### src/tpc_pkg.sv
// Shared types and constants for the terrain pattern classifier.
package tpc_pkg;
  localparam int unsigned CFG_IDX_W = 2;
  localparam logic [CFG_IDX_W-1:0] CFG_ROW_COUNT = 2'd0;
  localparam logic [CFG_IDX_W-1:0] CFG_COL_COUNT = 2'd1;
  localparam logic [CFG_IDX_W-1:0] CFG_NODATA    = 2'd2;
  localparam int unsigned CFG_W = 24;
  localparam int unsigned CODE_W = 13;
  localparam int unsigned CNT_W = 4;
  localparam int unsigned NUM_RAYS = 8;
  localparam int unsigned RAY_W = 3;
  localparam int unsigned POS_W = 6;
  localparam logic FUNC_WRITE = 1'b0;
  localparam logic FUNC_CLASSIFY = 1'b1;

  typedef logic [1:0] digit_t;
  localparam digit_t DIG_LOWER  = 2'd0;
  localparam digit_t DIG_EQUAL  = 2'd1;
  localparam digit_t DIG_HIGHER = 2'd2;

  // Per-ray step: row delta and column delta in {-1,0,1}, as 2-bit codes
  typedef logic [1:0] step_t;
  localparam step_t STEP_ZERO = 2'd0;
  localparam step_t STEP_POS  = 2'd1;
  localparam step_t STEP_NEG  = 2'd2;

  function automatic step_t ray_dr(input logic [RAY_W-1:0] k);
    step_t s;
    case (k)
      3'd1, 3'd2, 3'd3: s = STEP_POS;
      3'd5, 3'd6, 3'd7: s = STEP_NEG;
      default:          s = STEP_ZERO;
    endcase
    return s;
  endfunction

  function automatic step_t ray_dc(input logic [RAY_W-1:0] k);
    step_t s;
    case (k)
      3'd0, 3'd1, 3'd7: s = STEP_POS;
      3'd3, 3'd4, 3'd5: s = STEP_NEG;
      default:          s = STEP_ZERO;
    endcase
    return s;
  endfunction

  // Status from the pattern reducer
  typedef struct packed {
    logic              done;
    logic [CODE_W-1:0] code;
  } pat_status_t;
endpackage

### src/tpc_pattern_min.sv
// Rotation/mirror minimum of the eight-digit base-3 code, one candidate a cycle.
module tpc_pattern_min (
  input  logic                   clk,
  input  logic                   rst_n,
  input  logic                   go,
  input  logic [15:0]            digits,
  output tpc_pkg::pat_status_t   status
);
  import tpc_pkg::*;

  logic [3:0]        cand_r, cand_nxt;
  logic              run_r, run_nxt;
  logic [CODE_W-1:0] best_r, best_nxt;
  logic [CODE_W-1:0] code;
  logic              done_r, done_nxt;

  // candidate bit 3 picks mirror, bits 2:0 the rotation
  always_comb begin
    logic [2:0] idx;
    logic [1:0] d;
    code = '0;
    for (int i = 7; i >= 0; i--) begin
      if (cand_r[3]) idx = 3'(7 - i) + cand_r[2:0];
      else           idx = 3'(i) + cand_r[2:0];
      d = digits[2*idx +: 2];
      code = CODE_W'(code * 3) + CODE_W'(d);
    end
  end

  always_comb begin
    run_nxt  = run_r;
    cand_nxt = cand_r;
    best_nxt = best_r;
    done_nxt = 1'b0;
    if (go) begin
      run_nxt  = 1'b1;
      cand_nxt = '0;
      best_nxt = '1;
    end else if (run_r) begin
      if (code < best_r) best_nxt = code;
      cand_nxt = cand_r + 4'd1;
      if (cand_r == 4'd15) begin
        run_nxt  = 1'b0;
        done_nxt = 1'b1;
      end
    end
  end

  always_ff @(posedge clk) begin
    if (!rst_n) begin
      run_r  <= 1'b0;
      done_r <= 1'b0;
      cand_r <= '0;
    end else begin
      run_r  <= run_nxt;
      done_r <= done_nxt;
      cand_r <= cand_nxt;
    end
    best_r <= best_nxt;
  end

  assign status.done = done_r;
  assign status.code = best_r;
endmodule

### config.mk
export PLATFORM = sky130hd
export DESIGN_NAME = tpc_pattern_min
export DESIGN_NICKNAME = d
export VERILOG_FILES = /design/src/tpc_pkg.sv /design/src/tpc_pattern_min.sv
export SDC_FILE = /design/constraint.sdc
export NUM_CORES = 1
export LEC_CHECK = 0
export BUFFER_PORTS_ARGS = -buffer_cell sky130_fd_sc_hd__buf_2
export CORE_ASPECT_RATIO = 0.9
export CORE_UTILIZATION = 45
export CTS_CLUSTER_DIAMETER = 200
export DETAILED_ROUTE_END_ITERATION = 12
export PLACE_DENSITY = 0.65
export RECOVER_POWER = 100
export SLEW_MARGIN = 20
export SYNTH_ARGS = -nofsm -noshare
export SYNTH_HDL_FRONTEND = slang
export SYNTH_SLANG_ARGS = --single-unit
### constraint.sdc
create_clock -name clk -period 12.95 [get_ports clk]
set_clock_uncertainty 0.05 [all_clocks]
set_input_delay 1.295 -clock clk [delete_from_list [all_inputs] [get_ports clk]]
set_output_delay 1.295 -clock clk [all_outputs]
set_load 0.05 [all_outputs]
==> results.md <==
* Nets at approximately 630
* Syn Nets at 601
* Post-route DRC at 0
* Max-slew violations at 0
* Final setup violation count at 0
* Critical path type: flip-flop to flip-flop
* Max Root-Sink Buffers at 2
* Vias post-DR at 3259
* Seq/Total Area, Yosys at between 8 and 9%
* Number of synthesized register bits at 19
* DR pass1 iterations at 4
* Syn avg cell area at around 9.5 um^2
* CTS Hold Bufs at 0
* CP required at 13.04 ns
* DIE HEIGHT at approximately 95 um
* Core Area at about 9000 um^2
* 1st-iter DRT viols at 94
* RSZ-0062 raised after global routing: false
* Setup TNS at 0 ns
* YS warnings at 0
* # IOs at 33
* Fin Hold WS at ~0.45 ns
* Setup WS pre-CTS at approximately 0.3 ns
* Final HPWL DP at 6366 um
* R2R depth at about 50
* Routability cong. at between 0.7 and 0.8
* Finished Cell Area at between 4000 and 5000 um^2
* Slew margin rel. at 59.90%
* Layout cells sized above 1 at 11.89%
* Max-Cap Viols at 0
* Vias/cell at about 5.3
* Status: completed
* Startpoint types: flip-flop
* Synthesis-to-layout area growth at 8.422%
* Measured slew at the worst slew-check pin at between 0.6 and 0.7 ns
* Critical path's most frequent cell: ha_1
* EDFF count, synth at 0
* CTS Root Buffer Type: clkbuf_8
* Syn Inst Count at 456
* Final period utilization at between 90 and 100%
* Total Wirelength at between 7000 and 8000 um
* DP Area at about 4600 um^2
* Hold Crit Class: flip-flop to flip-flop
* First-pass GRT wire length at 12730 um
* Critical path endpoint category: flip-flop
* F_max at 82.18 MHz
* GRT Residual Overflow at 0
* Hold depth at 1
* Vias in the first global route at roughly 3.0k
* I/O Buffers at 32
* Largest net degree at the start of global routing at 18
* Worst Path Arrival at 12.26 ns
* Number of distinct library cells after synthesis at 43
* Num rows at 33
* Clk Latency, worst-skew pair at between 0.2 and 0.3 ns
* Clock sink count at 19
* Slowest CP cell: fa_1
* Crit Path Max Fanout at 8
* Final min period at between 10 and 15 ns
* Die X at 105.7 um
* Hold Violations, Final at 0
* Top FF cell, synth: dfxtp_1
* Die area at around 10000 um^2
* Ant diodes at 0
* Final setup margin at just under 0.8 ns
* Initial Utilization at approximately 47%
* CTS tree: built
* Post-Syn Area at about 4400 um^2
* GRT Util Overall at roughly 15%
* Max H-tree Level at 1
* Worst-path clk slew at around 0.07 ns
* Initial antenna violation count at 0
* Synth async-reset ratio at 0%
* Clock buffer count from CTS at 3
* Wirelength per Cell at 12.32 um
* Max incr delay on CP at roughly 0.50 ns
* DRT antenna net count at 0
layer usage:
metal  wire length [um]  track usage (%)  vias to the layer above  part of all wire (%)
met1               3987            21.16                     1486                    53
li1                   -                -                     1728                     -
met2               3336            24.84                       41                    44
met5                  0                0                        -                     0
met3                154           0.2734                        4                   2.0
met4                 38            3.125                        0                  0.51
cells by family (layout without fill, tap and decap cells):
kind of cell / Yosys count / in the layout / synth area share (%)
compound gates: 97 / 98 / 15.12
fa+ha+maj: 126 / 126 / 38.63
buf+inv: 41 / 72 / 3.909
simple gates: 68 / 68 / 7.473
flops: 19 / 19 / 8.738
xor+xnor: 51 / 51 / 10.92
mux: 54 / 54 / 15.21
path summary, 6_finish.rpt:
kind	slack, ns	endpoint	from
hold / removal	0.45	best_r[2]	best_r[2]
setup / recovery	0.78	best_r[12]	cand_r[0]
hold reg to reg	0.45	best_r[2]	best_r[2]
setup reg to reg	0.78	best_r[12]	cand_r[0]
cells in the final DEF, fill, tap and decap left out, types with 6 or more instances in the layout:
cell type  netlist  routed
mux2_2          17      16
nor2_1          26      26
dfxtp_1         19      17
clkbuf_1         2      15
xor2_1          15      15
fa_1            14      14
nor3_1           6       6
ha_1           112     112
nand2_1          9       9
nor2b_1          7       7
o21ai_0          6       6
a21oi_1         30      29
inv_1           34      34
a21o_1          20      20
mux4_2           8       8
mux2i_1         29      28
o21bai_1         7       7
a211oi_1         7       7
xnor2_1         33      33
buf_2            1      17
nand2b_1        15      15
metrics by stage:
step	utilization (%)	instances
4_1_cts	50.53	608
5_1_grt	51.03	610
6_report	51.03	610
3_5_place_dp	50.03	604
3_3_place_gp	50.03	604
2_1_floorplan	-	456
final cells by class:
class | instances | area [um^2]
clock buffer | 3 | 41.29
clock inverter | 1 | 5.005
fill | 855 | 4529
inverter | 35 | 131.4
multi-input combinational | 397 | 3857
sequential | 19 | 382.9
tap | 122 | 152.6
timing repair buffer | 33 | 148.9
cells in the mapped netlist (all sizes together), types with 3 or more instances:
| cell type | instances | area (um^2) |
|---|---|---|
| a211o | 3 | 26.28 |
| a211oi | 7 | 52.55 |
| a21o | 21 | 158.9 |
| a21oi | 30 | 150.1 |
| buf | 4 | 31.27 |
| dfxtp | 19 | 380.4 |
| fa | 14 | 280.3 |
| ha | 112 | 1401 |
| inv | 35 | 131.4 |
| mux2 | 17 | 191.4 |
| mux2i | 29 | 290.3 |
| mux4 | 8 | 180.2 |
| nand2 | 9 | 33.78 |
| nand2b | 15 | 93.84 |
| nand3 | 4 | 20.02 |
| nor2 | 26 | 97.59 |
| nor2b | 7 | 43.79 |
| nor3 | 6 | 30.03 |
| o211ai | 4 | 30.03 |
| o21a | 3 | 22.52 |
| o21ai | 12 | 63.81 |
| o21bai | 7 | 52.55 |
| xnor2 | 34 | 305.3 |
| xor2 | 16 | 147.7 |
flip-flops by register name, summed over array words and instances, names as in the netlist:
name / flops
done_r: 1
cand_r: 4
run_r: 1
best_r: 13
worst max-delay path: cells and delay by family (launching register included):
kind,cells,cell delay (ns)
xor+xnor,5,1.08
simple gates,3,0.30
compound gates,15,2.60
flops,1,0.49
mux,4,1.12
buf+inv,5,0.46
fa+ha+maj,17,5.95
timing repair:
item / CTS / global route
gates resized for setup: 0 / 9
endpoints found under the setup margin: 0 / 13
buffers inserted: 0 / 1
Power is left out: the tool's default activity adds up to more than one toggle a clock period on the data nets, which glitch-free logic cannot reach.
